===== config.mk =====
export PLATFORM = sky130hd
export DESIGN_NAME = ipv4_udp_frame_checksum_flat
export DESIGN_NICKNAME = d
export VERILOG_FILES = /design/src/hdl/iucsum_pkg.sv /design/src/hdl/iucsum_stream_if.sv /design/src/hdl/ipv4_udp_frame_checksum.sv /design/src/flat_wrapper.sv
export SDC_FILE = /design/constraint.sdc
export NUM_CORES = 1
export LEC_CHECK = 0
export BUFFER_PORTS_ARGS = -buffer_cell sky130_fd_sc_hd__buf_2
export CAP_MARGIN = 30
export CORE_AREA = 10 10 90 112
export CTS_CLUSTER_SIZE = 30
export DETAILED_ROUTE_END_ITERATION = 10
export DIE_AREA = 0 0 100 122
export GPL_TIMING_DRIVEN = 1
export PLACE_DENSITY = 0.73
export SLEW_MARGIN = 25
export SYNTH_ARGS = -nofsm -noshare
export SYNTH_HDL_FRONTEND = slang
export SYNTH_SLANG_ARGS = --single-unit

===== constraint.sdc =====
create_clock -name clk -period 10.6 [get_ports clk]
set_clock_uncertainty 0.1 [all_clocks]
set_input_delay 2.12 -clock clk [delete_from_list [all_inputs] [get_ports clk]]
set_output_delay 2.12 -clock clk [all_outputs]
set_load 0.02 [all_outputs]

===== src/hdl/iucsum_pkg.sv =====
// ----------------------------------------------------------------------------
// iucsum_pkg
// types, status codes and the one's complement add for the checksum block
// ----------------------------------------------------------------------------
package iucsum_pkg;

	// input word: one frame byte with its end mark
	typedef struct packed {
		logic [7:0] frame_byte;
		logic       last_byte;
	} in_word_t;

	// result word: both sums and their status
	typedef struct packed {
		logic [15:0] ip_sum;
		logic [15:0] udp_sum;
		logic [1:0]  ip_status;
		logic [1:0]  udp_status;
	} out_word_t;

	// ip header status codes
	localparam logic [1:0] IP_ST_OK      = 2'd0;
	localparam logic [1:0] IP_ST_BAD_IHL = 2'd1;
	localparam logic [1:0] IP_ST_SHORT   = 2'd2;

	// udp status codes
	localparam logic [1:0] UDP_ST_OK      = 2'd0;
	localparam logic [1:0] UDP_ST_BAD_IHL = 2'd1;
	localparam logic [1:0] UDP_ST_LEN0    = 2'd2;
	localparam logic [1:0] UDP_ST_SHORT   = 2'd3;

	// header and datagram bounds
	localparam logic [3:0]  IHL_MIN       = 4'd5;
	localparam logic [5:0]  PSEUDO_FIRST  = 6'd13;
	localparam logic [5:0]  PSEUDO_LAST   = 6'd19;
	localparam logic [5:0]  PROTO_OFFSET  = 6'd9;
	localparam logic [15:0] UDP_HEAD_LEN  = 16'd6;
	localparam logic [15:0] UDP_LEN_LO    = 16'd5;
	localparam logic [15:0] DGRAM_CNT_MAX = 16'hFFFF;
	localparam logic [5:0]  IP_START_RST  = 6'd14;

	// add the complemented word and fold the carry back once
	function automatic logic [15:0] ones_add(input logic [15:0] acc, input logic [15:0] w);
		logic [16:0] s;
		s = {1'b0, acc} + {1'b0, ~w};
		return s[15:0] + {15'd0, s[16]};
	endfunction

endpackage


===== src/hdl/iucsum_stream_if.sv =====
// ----------------------------------------------------------------------------
// iucsum_stream_if
// valid/ready stream channel carrying one word of any packed type
// ----------------------------------------------------------------------------
interface iucsum_stream_if #(
	parameter type payload_t = logic
);
	logic     valid;
	logic     ready;
	payload_t payload;

	modport source (output valid, output payload, input ready);
	modport sink   (input valid, input payload, output ready);
endinterface


===== src/hdl/ipv4_udp_frame_checksum.sv =====
// ----------------------------------------------------------------------------
// ipv4_udp_frame_checksum
// ipv4 header and udp checksum accumulation over an ethernet byte stream
// ----------------------------------------------------------------------------
// usage
// - frame: sink channel, one frame byte per word, last_byte marks the end
// - result: source channel, one word per frame with ip_sum, udp_sum and the
//   two status codes; sums read zero whenever their status is not ok
// - cfg_wr_en / cfg_wr_data: ip header offset, written between frames
// throughput: one byte per cycle unless a last byte waits on a held result,
//   set by the header and datagram accumulators updating from the input
//   stage register
// path: a last byte passes the input stage register, then the result
//   register, before its result is valid
// reset: ip header offset returns to 14, all frame state is cleared and the
//   result channel is empty
// stall: while a result waits, bytes that do not end a frame keep flowing;
//   a last byte waits in the input stage until the result is taken
// bytes at or past MAX_FRAME_BYTES are dropped; the end mark still counts
// ----------------------------------------------------------------------------
module ipv4_udp_frame_checksum #(
	parameter int MAX_FRAME_BYTES = 16384
) (
	input  logic                clk,
	input  logic                arst_n,
	input  logic                cfg_wr_en,
	input  logic [5:0]          cfg_wr_data,
	iucsum_stream_if.sink       frame,
	iucsum_stream_if.source     result
);

	localparam int POS_W = $clog2(MAX_FRAME_BYTES + 1);
	localparam logic [POS_W-1:0] POS_MAX = POS_W'(MAX_FRAME_BYTES);

	// input stage
	logic                  valid_s1;
	iucsum_pkg::in_word_t  word_s1;
	logic                  advance;

	// result register
	logic                  out_valid_q;
	iucsum_pkg::out_word_t out_word_q;

	// configuration and frame state
	logic [5:0]       ip_start_q;
	logic [POS_W-1:0] pos_q,       pos_n;
	logic [15:0]      hdr_acc_q,   hdr_acc_n;
	logic [15:0]      dg_acc_q,    dg_acc_n;
	logic [5:0]       hdr_bytes_q, hdr_bytes_n;
	logic [15:0]      dg_bytes_q,  dg_bytes_n;
	logic [7:0]       held_q,      held_n;
	logic [1:0]       err_q,       err_n;
	logic [3:0]       ihl_q,       ihl_n;
	logic [15:0]      udp_len_q,   udp_len_n;
	logic             len_known_q, len_known_n;
	logic [7:0]       head_q [5],  head_n [5];

	iucsum_pkg::out_word_t res_n;

	// handshake: only a last byte waits on the result register
	assign advance      = valid_s1 && (!word_s1.last_byte || !out_valid_q || result.ready);
	assign frame.ready  = !valid_s1 || advance;
	assign result.valid = out_valid_q;
	assign result.payload = out_word_q;

	// input stage register
	always_ff @(posedge clk or negedge arst_n) begin
		if (!arst_n) begin
			valid_s1 <= 1'b0;
		end else if (frame.ready) begin
			valid_s1 <= frame.valid;
		end
	end

	always_ff @(posedge clk) begin
		if (frame.ready && frame.valid) begin
			word_s1 <= frame.payload;
		end
	end

	// header offset register
	always_ff @(posedge clk or negedge arst_n) begin
		if (!arst_n) begin
			ip_start_q <= iucsum_pkg::IP_START_RST;
		end else if (cfg_wr_en) begin
			ip_start_q <= cfg_wr_data;
		end
	end

	// byte update of the frame state and result formation
	always_comb begin
		logic [7:0]  b;
		logic        started;
		logic        skip;
		logic [3:0]  ihl_eff;
		logic [5:0]  lim;
		logic [5:0]  o;
		logic [15:0] w;
		logic [15:0] u;
		logic [15:0] len;

		b       = word_s1.frame_byte;
		pos_n       = pos_q;
		hdr_acc_n   = hdr_acc_q;
		dg_acc_n    = dg_acc_q;
		hdr_bytes_n = hdr_bytes_q;
		dg_bytes_n  = dg_bytes_q;
		held_n      = held_q;
		err_n       = err_q;
		ihl_n       = ihl_q;
		udp_len_n   = udp_len_q;
		len_known_n = len_known_q;
		for (int i = 0; i < 5; i++) begin
			head_n[i] = head_q[i];
		end
		started = (hdr_bytes_q != 6'd0) || err_q[0];
		skip    = 1'b0;
		ihl_eff = ihl_q;
		o       = hdr_bytes_q;
		w       = {held_q, b};
		u       = dg_bytes_q;
		len     = {head_q[4], b};
		lim     = 6'd0;

		if (pos_q < POS_MAX) begin
			pos_n = pos_q + 1'b1;
			if (!err_q[0]) begin
				// header start detection and length check
				if (!started) begin
					if (pos_q < {{(POS_W-6){1'b0}}, ip_start_q}) begin
						skip = 1'b1;
					end else begin
						ihl_n   = b[3:0];
						ihl_eff = b[3:0];
						if (b[3:0] < iucsum_pkg::IHL_MIN) begin
							err_n[0] = 1'b1;
							skip     = 1'b1;
						end
					end
				end
				lim = {ihl_eff, 2'b00};
				if (!skip) begin
					if (o < lim) begin
						// header bytes, pseudo-header words feed the udp sum
						if (!o[0]) begin
							held_n = b;
						end else begin
							hdr_acc_n = iucsum_pkg::ones_add(hdr_acc_q, w);
							if (o >= iucsum_pkg::PSEUDO_FIRST && o <= iucsum_pkg::PSEUDO_LAST) begin
								dg_acc_n = iucsum_pkg::ones_add(dg_acc_q, w);
							end
							if (o == iucsum_pkg::PROTO_OFFSET) begin
								dg_acc_n = iucsum_pkg::ones_add(dg_acc_q, {8'd0, b});
							end
						end
						hdr_bytes_n = o + 6'd1;
					end else if (u != iucsum_pkg::DGRAM_CNT_MAX) begin
						// udp region
						if (u < iucsum_pkg::UDP_HEAD_LEN) begin
							if (u < iucsum_pkg::UDP_LEN_LO) begin
								head_n[u[2:0]] = b;
							end else begin
								// length known: sum it and the held udp header words
								udp_len_n   = len;
								len_known_n = 1'b1;
								if (len == 16'd0) begin
									err_n[1] = 1'b1;
								end
								dg_acc_n = iucsum_pkg::ones_add(dg_acc_q, len);
								if (len > 16'd1) begin
									dg_acc_n = iucsum_pkg::ones_add(dg_acc_n, {head_q[0], head_q[1]});
								end else if (len > 16'd0) begin
									dg_acc_n = iucsum_pkg::ones_add(dg_acc_n, {head_q[0], 8'd0});
								end
								if (len > 16'd3) begin
									dg_acc_n = iucsum_pkg::ones_add(dg_acc_n, {head_q[2], head_q[3]});
								end else if (len > 16'd2) begin
									dg_acc_n = iucsum_pkg::ones_add(dg_acc_n, {head_q[2], 8'd0});
								end
								if (len > 16'd5) begin
									dg_acc_n = iucsum_pkg::ones_add(dg_acc_n, {head_q[4], b});
								end else if (len > 16'd4) begin
									dg_acc_n = iucsum_pkg::ones_add(dg_acc_n, {head_q[4], 8'd0});
								end
							end
						end else if (u < udp_len_q) begin
							// payload words, an odd final byte padded with zero
							if (!u[0]) begin
								held_n = b;
								if (u + 16'd1 == udp_len_q) begin
									dg_acc_n = iucsum_pkg::ones_add(dg_acc_q, {b, 8'd0});
								end
							end else begin
								dg_acc_n = iucsum_pkg::ones_add(dg_acc_q, w);
							end
						end
						dg_bytes_n = u + 16'd1;
					end
				end
			end
		end

		// ip header status
		res_n.ip_sum  = 16'd0;
		res_n.udp_sum = 16'd0;
		if (err_n[0]) begin
			res_n.ip_status = iucsum_pkg::IP_ST_BAD_IHL;
		end else if (hdr_bytes_n == 6'd0 || hdr_bytes_n < {ihl_n, 2'b00}) begin
			res_n.ip_status = iucsum_pkg::IP_ST_SHORT;
		end else begin
			res_n.ip_status = iucsum_pkg::IP_ST_OK;
			res_n.ip_sum    = hdr_acc_n;
		end

		// udp status
		if (err_n[0]) begin
			res_n.udp_status = iucsum_pkg::UDP_ST_BAD_IHL;
		end else if (len_known_n && udp_len_n == 16'd0) begin
			res_n.udp_status = iucsum_pkg::UDP_ST_LEN0;
		end else if (!len_known_n || dg_bytes_n < udp_len_n) begin
			res_n.udp_status = iucsum_pkg::UDP_ST_SHORT;
		end else begin
			res_n.udp_status = iucsum_pkg::UDP_ST_OK;
			res_n.udp_sum    = dg_acc_n;
		end
	end

	// frame state, cleared after the last byte
	always_ff @(posedge clk or negedge arst_n) begin
		if (!arst_n) begin
			pos_q       <= '0;
			hdr_acc_q   <= '0;
			dg_acc_q    <= '0;
			hdr_bytes_q <= '0;
			dg_bytes_q  <= '0;
			held_q      <= '0;
			err_q       <= '0;
			ihl_q       <= '0;
			udp_len_q   <= '0;
			len_known_q <= 1'b0;
			for (int i = 0; i < 5; i++) begin
				head_q[i] <= '0;
			end
		end else if (advance) begin
			if (word_s1.last_byte) begin
				pos_q       <= '0;
				hdr_acc_q   <= '0;
				dg_acc_q    <= '0;
				hdr_bytes_q <= '0;
				dg_bytes_q  <= '0;
				held_q      <= '0;
				err_q       <= '0;
				ihl_q       <= '0;
				udp_len_q   <= '0;
				len_known_q <= 1'b0;
				for (int i = 0; i < 5; i++) begin
					head_q[i] <= '0;
				end
			end else begin
				pos_q       <= pos_n;
				hdr_acc_q   <= hdr_acc_n;
				dg_acc_q    <= dg_acc_n;
				hdr_bytes_q <= hdr_bytes_n;
				dg_bytes_q  <= dg_bytes_n;
				held_q      <= held_n;
				err_q       <= err_n;
				ihl_q       <= ihl_n;
				udp_len_q   <= udp_len_n;
				len_known_q <= len_known_n;
				for (int i = 0; i < 5; i++) begin
					head_q[i] <= head_n[i];
				end
			end
		end
	end

	// result register
	always_ff @(posedge clk or negedge arst_n) begin
		if (!arst_n) begin
			out_valid_q <= 1'b0;
		end else if (advance && word_s1.last_byte) begin
			out_valid_q <= 1'b1;
		end else if (result.ready) begin
			out_valid_q <= 1'b0;
		end
	end

	always_ff @(posedge clk) begin
		if (advance && word_s1.last_byte) begin
			out_word_q <= res_n;
		end
	end

endmodule


===== src/flat_wrapper.sv =====
// flat-port wrapper written by rule: the top's interface ports become plain ports
module ipv4_udp_frame_checksum_flat 
#(
	parameter int MAX_FRAME_BYTES = 16384
)
  (clk, arst_n, cfg_wr_en, cfg_wr_data, frame_valid, frame_payload, frame_ready, result_valid, result_payload, result_ready);
  iucsum_stream_if frame_i ();
  iucsum_stream_if result_i ();
  input  logic clk;
  input  logic arst_n;
  input  logic cfg_wr_en;
  input  logic [5:0] cfg_wr_data;
  input wire logic [$bits(frame_i.valid)-1:0] frame_valid;
  input wire logic [$bits(frame_i.payload)-1:0] frame_payload;
  output wire logic [$bits(frame_i.ready)-1:0] frame_ready;
  output wire logic [$bits(result_i.valid)-1:0] result_valid;
  output wire logic [$bits(result_i.payload)-1:0] result_payload;
  input wire logic [$bits(result_i.ready)-1:0] result_ready;
  assign frame_i.valid = frame_valid;
  assign frame_i.payload = frame_payload;
  assign frame_ready = frame_i.ready;
  assign result_valid = result_i.valid;
  assign result_payload = result_i.payload;
  assign result_i.ready = result_ready;
  ipv4_udp_frame_checksum #(.MAX_FRAME_BYTES(MAX_FRAME_BYTES)) u_core (.clk(clk), .arst_n(arst_n), .cfg_wr_en(cfg_wr_en), .cfg_wr_data(cfg_wr_data), .frame(frame_i), .result(result_i));
endmodule

==> results of run 1 <==
worst max-delay path by stage:
stage / startpoint / end / slack, ns / cells after the start
floorplan: result_ready / frame_ready / 5.86 / 2
global placement: result_ready / frame_ready / 5.60 / 4
detailed placement: u_core.ip_start_q[1] / u_core.result.payload / 5.46 / 20
CTS: u_core.ip_start_q[1] / u_core.result.payload / 5.42 / 20
global route: u_core.pos_q[5] / u_core.result.payload / 5.10 / 20
finish: u_core.ip_start_q[1] / u_core.result.payload / 5.43 / 20
layout by cell type, fill, tap and decap left out, types with 12 or more instances in the layout:
master	count
nor3_1	12
nor2_1	43
dfrtp_1	72
o21ai_0	41
buf_2	13
nand2_1	63
nor4_1	14
ha_1	28
inv_1	19
a21oi_1	13
nand3_1	12
xnor2_1	15
and2_1	18
mux2i_1	18
power groups by stage:
| stage | Clock [mW] | Combinational (mW) | Sequential [mW] |
|---|---|---|---|
| after detailed placement | 0 | 0.0720 | 0.323 |
| after CTS | 0.209 | 0.0726 | 0.318 |
| after floorplan | 0 | 0.0519 | 0.316 |
| after global routing | 0.224 | 0.0813 | 0.320 |
| final | 0.207 | 0.0722 | 0.318 |
| after global placement | 0 | 0.0688 | 0.323 |
cell type report:
type / count / area [um2] / share of cell area (%)
Sequential cell: 77 / 1940 / 39.3
Clock inverter: 3 / 20.0 / 0.405
Inverter: 19 / 71.3 / 1.44
Tap cell: 97 / 121 / 2.46
Timing Repair Buffer: 19 / 114 / 2.30
Clock buffer: 13 / 159 / 3.22
Multi-Input combinational cell: 384 / 2510 / 50.9
cell families (layout without fill, tap and decap cells):
family	Yosys count	in the layout
simple gates	212	212
compound gates	100	100
flops	77	77
buf+inv	40	54
fa+ha+maj	28	28
xor+xnor	23	23
mux	21	21
flip-flops by register name, indices dropped and copies added (netlist names), 4 cells and up:
register	cells
u_core.head_q	8
u_core.hdr_bytes_q	6
u_core.dg_bytes_q	16
u_core.pos_q	15
u_core.ihl_q	4
u_core.ip_start_q	6
u_core.udp_len_q	16
worst register-to-register path: cells and delay by family, from the launching register on:
family,cells,cell delay [ns]
mux,1,0.34
fa+ha+maj,3,0.73
compound gates,8,1.74
simple gates,7,1.44
flops,1,0.52
buf+inv,1,0.05
routing by layer:
metal / GRT usage [%] / up-vias / wire length (um)
met4: 8.32 / 0 / 234
li1: - / 1813 / -
met3: 3.40 / 17 / 512
met1: 22.9 / 1806 / 4600
met5: 0 / - / 0
met2: 28.6 / 85 / 5040
stage by stage:
stage | instance area (um2) | std cells
after floorplan | 4610 | 501
after global placement | 4750 | 595
after detailed placement | 4750 | 595
after CTS | 4930 | 611
after global routing | 4940 | 612
final | 4940 | 612
==> impl_metrics.json, run 1 <==
{
  "area_growth_pct": 7.14,
  "seqPwrFrac_pct": 53.3,
  "synth-edff-count": 2,
  "dpl.hpwl_um": 7530,
  "synthXorXnorAreaFrac_pct": 4.37,
  "slowest_stage": "dfstp_2",
  "holdWs_ns": 0.416,
  "post-route-util_pct": 61.7,
  "powerDensity_mw_per_mm2": 121,
  "maxCapViolCount": 0,
  "synth_seq_cells": 77,
  "numCtsBuffers": 9,
  "rr_startpoint": "u_core.ip_start_q[1]",
  "yosysMostFrequentCell": "dfrtp_1",
  "postSynthCellCount": 501,
  "synth_fa_ha_area_share_pct": 7.60,
  "path_cells": "inv_1 > ha_1 > a211o_1 > a21o_1 > nand2_1 > nand2_1 > ha_1 > or3b_2 > a211oi_2 > nor4_4 > nor2_2 > mux2_4 > ha_1 > o21ai_0 > nand2b_1 > a21oi_1 > o21ai_0 > nand2_1 > a2111oi_1 > a21oi_1",
  "vias": 3721,
  "ys_top_cells_by_count": "dfrtp_1 (72), nand2_1 (63), nor2_1 (43)",
  "wl_per_cell_um": 17.0,
  "synth-simple-area-share_pct": 23.5,
  "yosysWarnings": 0,
  "cp_slowest_stage_delay_ns": 0.52,
  "critPathArrivalTime_ns": 5.18,
  "cp_top_family": "compound AO/OA/AOI/OAI gates",
  "synth-seq-area-share_pct": 42.1,
  "grt_remaining_overflow": 0,
  "yosysTopAreaCell": "dfrtp_1",
  "finalSetupViolCount": 0,
  "post-route-period-util_pct": 48.8,
  "synthArstFlopShare_pct": 97.4,
  "clk_latency_ns": 0.36,
  "critPathBufInv": 1,
  "initialDrtViolationCount": 183,
  "postSynthAreaPerCell_um2": 9.21,
  "combPwrFrac_pct": 12.1,
  "place.gp.congestion": 0.962,
  "swShare_pct": 28.3,
  "grt_max_degree": 76,
  "power.leakage_nw": 2.22,
  "hp-start": "u_core.ip_start_q[2]",
  "start_util_pct": 57.6,
  "grt_setup_unrepaired": "no",
  "grt_pass1_wl_um": 17900,
  "ff2ff_path_depth": 20,
  "layout_setup_ws_ns": 5.43,
  "grt_pass1_vias": 3612,
  "antenna_found_initial": 0,
  "core_mm2": 0.00801,
  "num_rows": 37,
  "ys_types": 62,
  "wirelength_um": 10400,
  "cts.sinks": 77,
  "cp.required_ns": 10.61,
  "cp_max_fo": 14,
  "intPower_uw": 429,
  "status": "completed",
  "synth_top_family_by_area": "simple AND/OR/NAND/NOR gates",
  "ios": 15,
  "die_x_um": 100,
  "die_y_um": 122,
  "fp.dieArea_mm2": 0.0122,
  "slew_violations": 0,
  "dp_slack_ns": 5.46,
  "post_drt_via_cell_ratio": 6.08,
  "drive_gt1_share_pct": 10.1,
  "clk_pin_slew_ns": 0.08,
  "setup_tns_ns": 0,
  "drc_errors": 0,
  "io_buffers": 14,
  "netlist.area_leader.share_pct": 39.1,
  "n_antenna_cell": 0,
  "cts_resized": 0,
  "track_usage_pct": 17.9,
  "cts_root_buf": "clkbuf_8",
  "clock_path_buffers": 2,
  "relSlewSlack_pct": 47.4,
  "max_freq_mhz": 193,
  "cp-start-kind": "flip-flop",
  "p_switching_uw": 169,
  "min_period_ns": 5.17,
  "p_clk_share_pct": 34.6,
  "r2r_end": "u_core.result.payload",
  "syn_area_mm2": 0.00461,
  "firstDrtPassIters": 5,
  "nFillCells": 711,
  "final_nets": 550,
  "hold_viol_final": 0,
  "cts_setup_buffers": 0,
  "ctsHoldBuffers": 0,
  "ys.flop_type": "dfrtp_1",
  "synth.area.mux_share_pct": 4.72,
  "netlist_top_cells_area": "dfrtp_1 (39%), ha_1 (7.6%), nand2_1 (5.1%), o21ai_0 (4.4%), mux2i_1 (3.9%)",
  "ir_worst_vdd_uv": 96.0,
  "synth_nets": 541,
  "synth_compound_area_share_pct": 14.2,
  "hold_end": "u_core.ip_start_q[2]",
  "htreeDepth": 3,
  "ant_nets": 0,
  "min_path_cells": 2,
  "crit_path_end_kind": "flip-flop",
  "regToRegSetupSlack_ns": 5.43,
  "hold_path_class": "flip-flop to flip-flop",
  "total_power_uw": 597,
  "crit_type": "flip-flop to flip-flop",
  "cts_tree": "built",
  "tightest_slew_ns": 0.784
}
(Power assumes the default switching activity.)
==> run 2, diff against run 1 <==
Settings changed: CORE_AREA 10 10 90 112 to 10 10 93 115, DIE_AREA 0 0 100 122 to 0 0 103 125, PLACE_DENSITY 0.73 to 0.72.
Clock period 10.6 ns to 4.4 ns, I/O delays scaled along.
==> run 2 against run 1 <==
Via count increased by 8.3%. Highest routed layer unchanged. Sequential share of layout area is 4.7 points lower. Non-clock buffer count increased by 71. Critical path depth is 1 higher. Register-to-register slack worse by 5.6 ns. Final cell count grew 12%. The run now ends with negative setup slack left. Design area is 13% higher. Global-route usage grew 0.38 points. Maximum frequency grew 14%. Utilization is 3.8 points higher. Clock-buffer cell count shrank 2.
==> impl_metrics.json, run 2 (synthesis gave the netlist of run 1 again) <==
{
  "ant_nets": 0,
  "n_antenna_cell": 0,
  "antenna_found_initial": 0,
  "min_period_ns": 4.56,
  "start_util_pct": 53.9,
  "max_freq_mhz": 220,
  "path_cells": "inv_1 > ha_1 > a211o_1 > a21o_1 > nand2_2 > nand2_1 > ha_2 > or3b_4 > a211oi_4 > buf_4 > o32ai_2 > buf_4 > buf_4 > mux2i_2 > ha_1 > o21a_1 > a211oi_2 > o21ai_1 > mux2i_1 > a2111oi_2 > a21oi_1",
  "cts_tree": "built",
  "post-route-period-util_pct": 104,
  "finalSetupViolCount": 1,
  "startpoint": "u_core.ip_start_q[1]",
  "cp-start-kind": "flip-flop",
  "cts.sinks": 77,
  "crit_path_end_kind": "flip-flop",
  "tightest_slew_ns": 0.990,
  "core_mm2": 0.00856,
  "clk_pin_slew_ns": 0.09,
  "dpl.hpwl_um": 8210,
  "ir_worst_vdd_uv": 277,
  "design_area_mm2": 0.00561,
  "mostFrequentLayoutCell": "buf_4",
  "vias": 4029,
  "area_growth_pct": 21.5,
  "clock_path_buffers": 2,
  "track_usage_pct": 18.3,
  "grt_max_degree": 76,
  "fp.dieArea_mm2": 0.0129,
  "numCtsBuffers": 9,
  "slew_violations": 0,
  "cts_root_buf": "clkbuf_8",
  "status": "finished with violations",
  "drc_errors": 0,
  "io_buffers": 14,
  "crit_type": "flip-flop to flip-flop",
  "firstDrtPassIters": 4,
  "regArea_mm2": 0.00194,
  "wirelength_um": 11500,
  "die_x_um": 103,
  "hold_viol_final": 0,
  "slowest_stage": "dfstp_2",
  "clk_latency_ns": 0.37,
  "rr_startpoint": "u_core.ip_start_q[1]",
  "place.gp.congestion": 0.909,
  "grt_remaining_overflow": 0,
  "num_rows": 38,
  "placed_cell_area_mm2": 0.00523,
  "powerDensity_mw_per_mm2": 263,
  "cp_max_fo": 7,
  "htreeDepth": 3,
  "nFillCells": 702,
  "grt_setup_unrepaired": "yes",
  "ios": 15,
  "final_nets": 621,
  "hold_path_class": "primary input to async pin",
  "drive_gt1_share_pct": 23.9,
  "power.leakage_nw": 2.61,
  "cp.required_ns": 4.53,
  "cp_slowest_stage_delay_ns": 0.52,
  "die_y_um": 125,
  "relSlewSlack_pct": 34.0,
  "initialDrtViolationCount": 185,
  "maxCapViolCount": 0,
  "reg.largest.list": "u_core.dg_bytes_q x16, u_core.udp_len_q x16, u_core.pos_q x15",
  "critPathArrivalTime_ns": 4.69,
  "layout_setup_ws_ns": -0.155,
  "grt_pass1_vias": 3924,
  "post_drt_via_cell_ratio": 5.87,
  "crit_top_cell": "buf_4",
  "wl_per_cell_um": 16.8,
  "post-route-util_pct": 65.5,
  "multi_input_area_mm2": 0.00264,
  "final_cell_mix": "buf_4 (74), dfrtp_1 (72), nand2_1 (61), nor2_1 (43), o21ai_0 (37)",
  "grt_pass1_wl_um": 19100,
  "violations": "negative setup slack"
}
## run 2: changes by cell type in the layout (fill, tap and decap cells not counted), sizes merged
cell | before | now
clkinv | 1 | 2
buf | 19 | 90
inv | 19 | 20
clkbuf | 13 | 11
## run 2: final timing paths
| check | endpoint | slack, ns | depth (start not counted) |
|---|---|---|---|
| max in group asynchronous | u_core.ip_start_q[3] | 3.23 | 2 |
| min in group clk | u_core.ihl_q[0] | 0.40 | 1 |
| max | u_core.result.payload | -0.16 | 21 |
| min reg2reg | u_core.ihl_q[0] | 0.40 | 1 |
| max reg2reg | u_core.result.payload | -0.16 | 21 |
| min | u_core.dg_bytes_q[5] | 0.34 | 1 |
## run 2: timing repair
item / CTS / global route
hold buffers: 0 / 0
pin swaps: 4 / 1
endpoints found under the setup margin: 1 / 2
gates resized for setup: 7 / 14
cloned: 0 / 1
setup buffers: 8 / 2
## run 2: power breakdown
group / switching (mW) / total (mW) / internal [mW]
sequential: 0.0275 / 0.760 / 0.733
combinational: 0.128 / 0.219 / 0.0905
clock: 0.275 / 0.495 / 0.220
total: 0.431 / 1.47 / 1.04
## run 2: through the flow
step | hold WS [ns] | instances | worst slack, ns | total power [mW] | TNS (ns)
after floorplan | 0.345 | 501 | -0.160 | 0.893 | -0.160
after detailed placement | 0.378 | 658 | -0.423 | 0.983 | -0.423
after CTS | 0.399 | 682 | -0.164 | 1.48 | -0.164
after global placement | 0.367 | 658 | -0.294 | 0.977 | -0.294
final | 0.344 | 686 | -0.155 | 1.47 | -0.155
after global routing | 0.361 | 686 | -0.389 | 1.54 | -0.418
## run 2: worst max-delay path: cells and delay by family, from the launching register on
family                     cells  cell delay [ns]
adders and majority gates      3             0.73
buffers and inverters          4             0.58
and+or+nand+nor                3             0.57
DFF                            1             0.52
AOI/OAI and AO/OA              9             1.46
muxes                          2             0.42
## run 2: layer usage
| metal | wire (um) | global-route usage [%] | vias to the layer above |
|---|---|---|---|
| met5 | 0 | 0 | - |
| met4 | 264 | 6.23 | 0 |
| met3 | 355 | 4.02 | 25 |
| met2 | 6090 | 30.7 | 71 |
| met1 | 4820 | 22.3 | 1986 |
| li1 | - | - | 1947 |
## run 2: cell type report
cell class,count,area share [%]
Multi-Input combinational cell,384,47.0
Sequential cell,77,34.6
Timing Repair Buffer,90,11.7
Clock buffer,11,2.52
Tap cell,100,2.23
Inverter,19,1.27
Clock inverter,5,0.603
==> run 3, diff against run 2 <==
Settings changed: SKIP_LAST_GASP set to 1.
==> run 3 against run 2 <==
The run still ends with negative setup slack left. Worst setup slack got worse by 0.0050 ns. Critical path depth unchanged. Clock-buffer cell count unchanged. Final cell count unchanged. Combinational power about the same. Via count decreased by 0.42%. Global-route usage unchanged. Sequential share of layout area increased by 0.15 points. Worst hold slack improved by 0.0050 ns. Largest power group unchanged.
==> impl_metrics.json, run 3 (synthesis gave the netlist of run 1 again) <==
{
  "layout_setup_ws_ns": -0.160,
  "drc_errors": 0,
  "clock_path_buffers": 2,
  "p_clk_share_pct": 33.6,
  "grt_remaining_overflow": 0,
  "reg.largest.list": "u_core.dg_bytes_q x16, u_core.udp_len_q x16, u_core.pos_q x15",
  "wl_per_cell_um": 16.6,
  "seqPwrFrac_pct": 51.6,
  "crit_top_cell": "buf_4",
  "holdWs_ns": 0.349,
  "initialDrtViolationCount": 226,
  "ctsHoldBuffers": 0,
  "n_antenna_cell": 0,
  "cts.sinks": 77,
  "grt_pass1_vias": 3924,
  "numCtsBuffers": 9,
  "nFillCells": 706,
  "regToRegSetupSlack_ns": -0.16,
  "slew_violations": 0,
  "grt_pass1_wl_um": 19100,
  "hold_path_class": "primary input to async pin",
  "htreeDepth": 3,
  "ir_worst_vdd_uv": 275,
  "clk_pin_slew_ns": 0.09,
  "powerDensity_mw_per_mm2": 264,
  "mostFrequentLayoutCell": "buf_4",
  "multi_input_area_mm2": 0.00261,
  "intPower_mw": 1.04,
  "crit_path_end_kind": "flip-flop",
  "slowest_stage": "dfstp_2",
  "path_cells": "inv_1 > ha_1 > a211o_1 > a21o_1 > nand2_2 > nand2_1 > ha_2 > or3b_4 > a211oi_4 > buf_4 > o32ai_2 > buf_4 > buf_4 > mux2i_2 > ha_1 > o21a_1 > a211oi_2 > o21ai_1 > mux2i_1 > a2111oi_2 > a21oi_1",
  "grt_max_degree": 76,
  "design_area_mm2": 0.00558,
  "finalSetupViolCount": 1,
  "relSlewSlack_pct": 35.1,
  "swShare_pct": 29.1,
  "vias": 4012,
  "combPwrFrac_pct": 14.8,
  "clk_latency_ns": 0.37,
  "fin_cells": 686,
  "cp-endpoint": "u_core.result.payload",
  "critPathArrivalTime_ns": 4.69,
  "core_mm2": 0.00856,
  "power.leakage_nw": 2.59,
  "tightest_slew_ns": 0.973,
  "min_period_ns": 4.56,
  "wirelength_um": 11400,
  "cp_max_fo": 7,
  "grt_setup_unrepaired": "yes",
  "cts_tree": "built",
  "status": "finished with violations",
  "post-route-util_pct": 65.2,
  "startpoint": "u_core.ip_start_q[1]",
  "place.gp.congestion": 0.909,
  "violations": "negative setup slack",
  "post-route-period-util_pct": 104,
  "crit_type": "flip-flop to flip-flop",
  "cp.required_ns": 4.53,
  "die_y_um": 125,
  "final_nets": 621,
  "hold_viol_final": 0,
  "drive_gt1_share_pct": 23.5,
  "cts_root_buf": "clkbuf_8",
  "fp.dieArea_mm2": 0.0129,
  "ff2ff_path_depth": 21,
  "r2r_end": "u_core.result.payload",
  "io_buffers": 14,
  "dpl.hpwl_um": 8210,
  "post_drt_via_cell_ratio": 5.85,
  "area_growth_pct": 21.0,
  "max_freq_mhz": 219,
  "antenna_found_initial": 0,
  "placed_cell_area_mm2": 0.00523,
  "die_x_um": 103,
  "cp-start-kind": "flip-flop",
  "num_rows": 38,
  "start_util_pct": 53.9,
  "dp_cells": 658,
  "track_usage_pct": 18.3,
  "maxCapViolCount": 0,
  "firstDrtPassIters": 4,
  "regArea_mm2": 0.00194,
  "final_cell_mix": "buf_4 (74), dfrtp_1 (72), nand2_1 (61), nor2_1 (43), o21ai_0 (37)",
  "cp_slowest_stage_delay_ns": 0.52,
  "rr_startpoint": "u_core.ip_start_q[1]",
  "ios": 15,
  "ant_nets": 0,
  "p_switching_uw": 429
}
-- run 3: area by class of cell --
cell class / instances / area share [%]
Inverter: 19 / 1.28
Clock inverter: 5 / 0.605
Multi-Input combinational cell: 384 / 46.8
Tap cell: 100 / 2.24
Clock buffer: 11 / 2.53
Sequential cell: 77 / 34.8
Timing Repair Buffer: 90 / 11.8
-- run 3: how the worst min path moves through the flow --
stage                     from                    to  slack, ns  depth (start not counted)
6_report                arst_n  u_core.dg_bytes_q[5]       0.35                          1
5_1_grt                 arst_n  u_core.dg_bytes_q[5]       0.36                          1
4_1_cts        u_core.ihl_q[0]       u_core.ihl_q[0]       0.40                          1
3_5_place_dp   u_core.ihl_q[0]       u_core.ihl_q[0]       0.38                          1
3_3_place_gp   u_core.ihl_q[0]       u_core.ihl_q[0]       0.37                          1
2_1_floorplan  u_core.ihl_q[0]       u_core.ihl_q[0]       0.34                          1
-- run 3: power groups by stage --
stage	combinational [mW]	sequential, mW	clock (mW)
after floorplan	0.131	0.762	0
after global placement	0.206	0.771	0
after detailed placement	0.210	0.773	0
after CTS	0.214	0.759	0.504
after global routing	0.243	0.765	0.534
final	0.218	0.760	0.494
-- run 3: metal layers --
metal / vias to the layer above / part of all wire, % / GRT usage, %
li1: 1951 / - / -
met1: 1961 / 42 / 22.3
met2: 72 / 53 / 30.7
met3: 28 / 3.2 / 4.02
met4: 0 / 2.5 / 6.23
met5: - / 0 / 0
-- run 3: what timing repair did --
| item | in CTS | in global routing |
|---|---|---|
| gates resized for setup | 7 | 10 |
| pin swaps | 4 | 1 |
| endpoints found under the hold margin | 0 | 0 |
| endpoints found under the setup margin | 1 | 2 |
| cloned | 0 | 1 |
| setup buffers | 8 | 2 |
-- run 3: metrics by stage --
step | worst slack (ns) | power, mW | setup TNS, ns
finish | -0.160 | 1.47 | -0.160
global placement | -0.294 | 0.977 | -0.294
detailed placement | -0.423 | 0.983 | -0.423
CTS | -0.164 | 1.48 | -0.164
floorplan | -0.160 | 0.893 | -0.160
global route | -0.394 | 1.54 | -0.424
-- run 3: worst max-delay path: cells and delay by family (launching register included) --
kind | cells | cell delay (ns)
AO/OA/AOI/OAI | 9 | 1.49
adder cells (fa/ha/maj) | 3 | 0.73
buffers and inverters | 4 | 0.58
flip-flops | 1 | 0.52
multiplexers | 2 | 0.43
AND/OR/NAND/NOR | 3 | 0.57
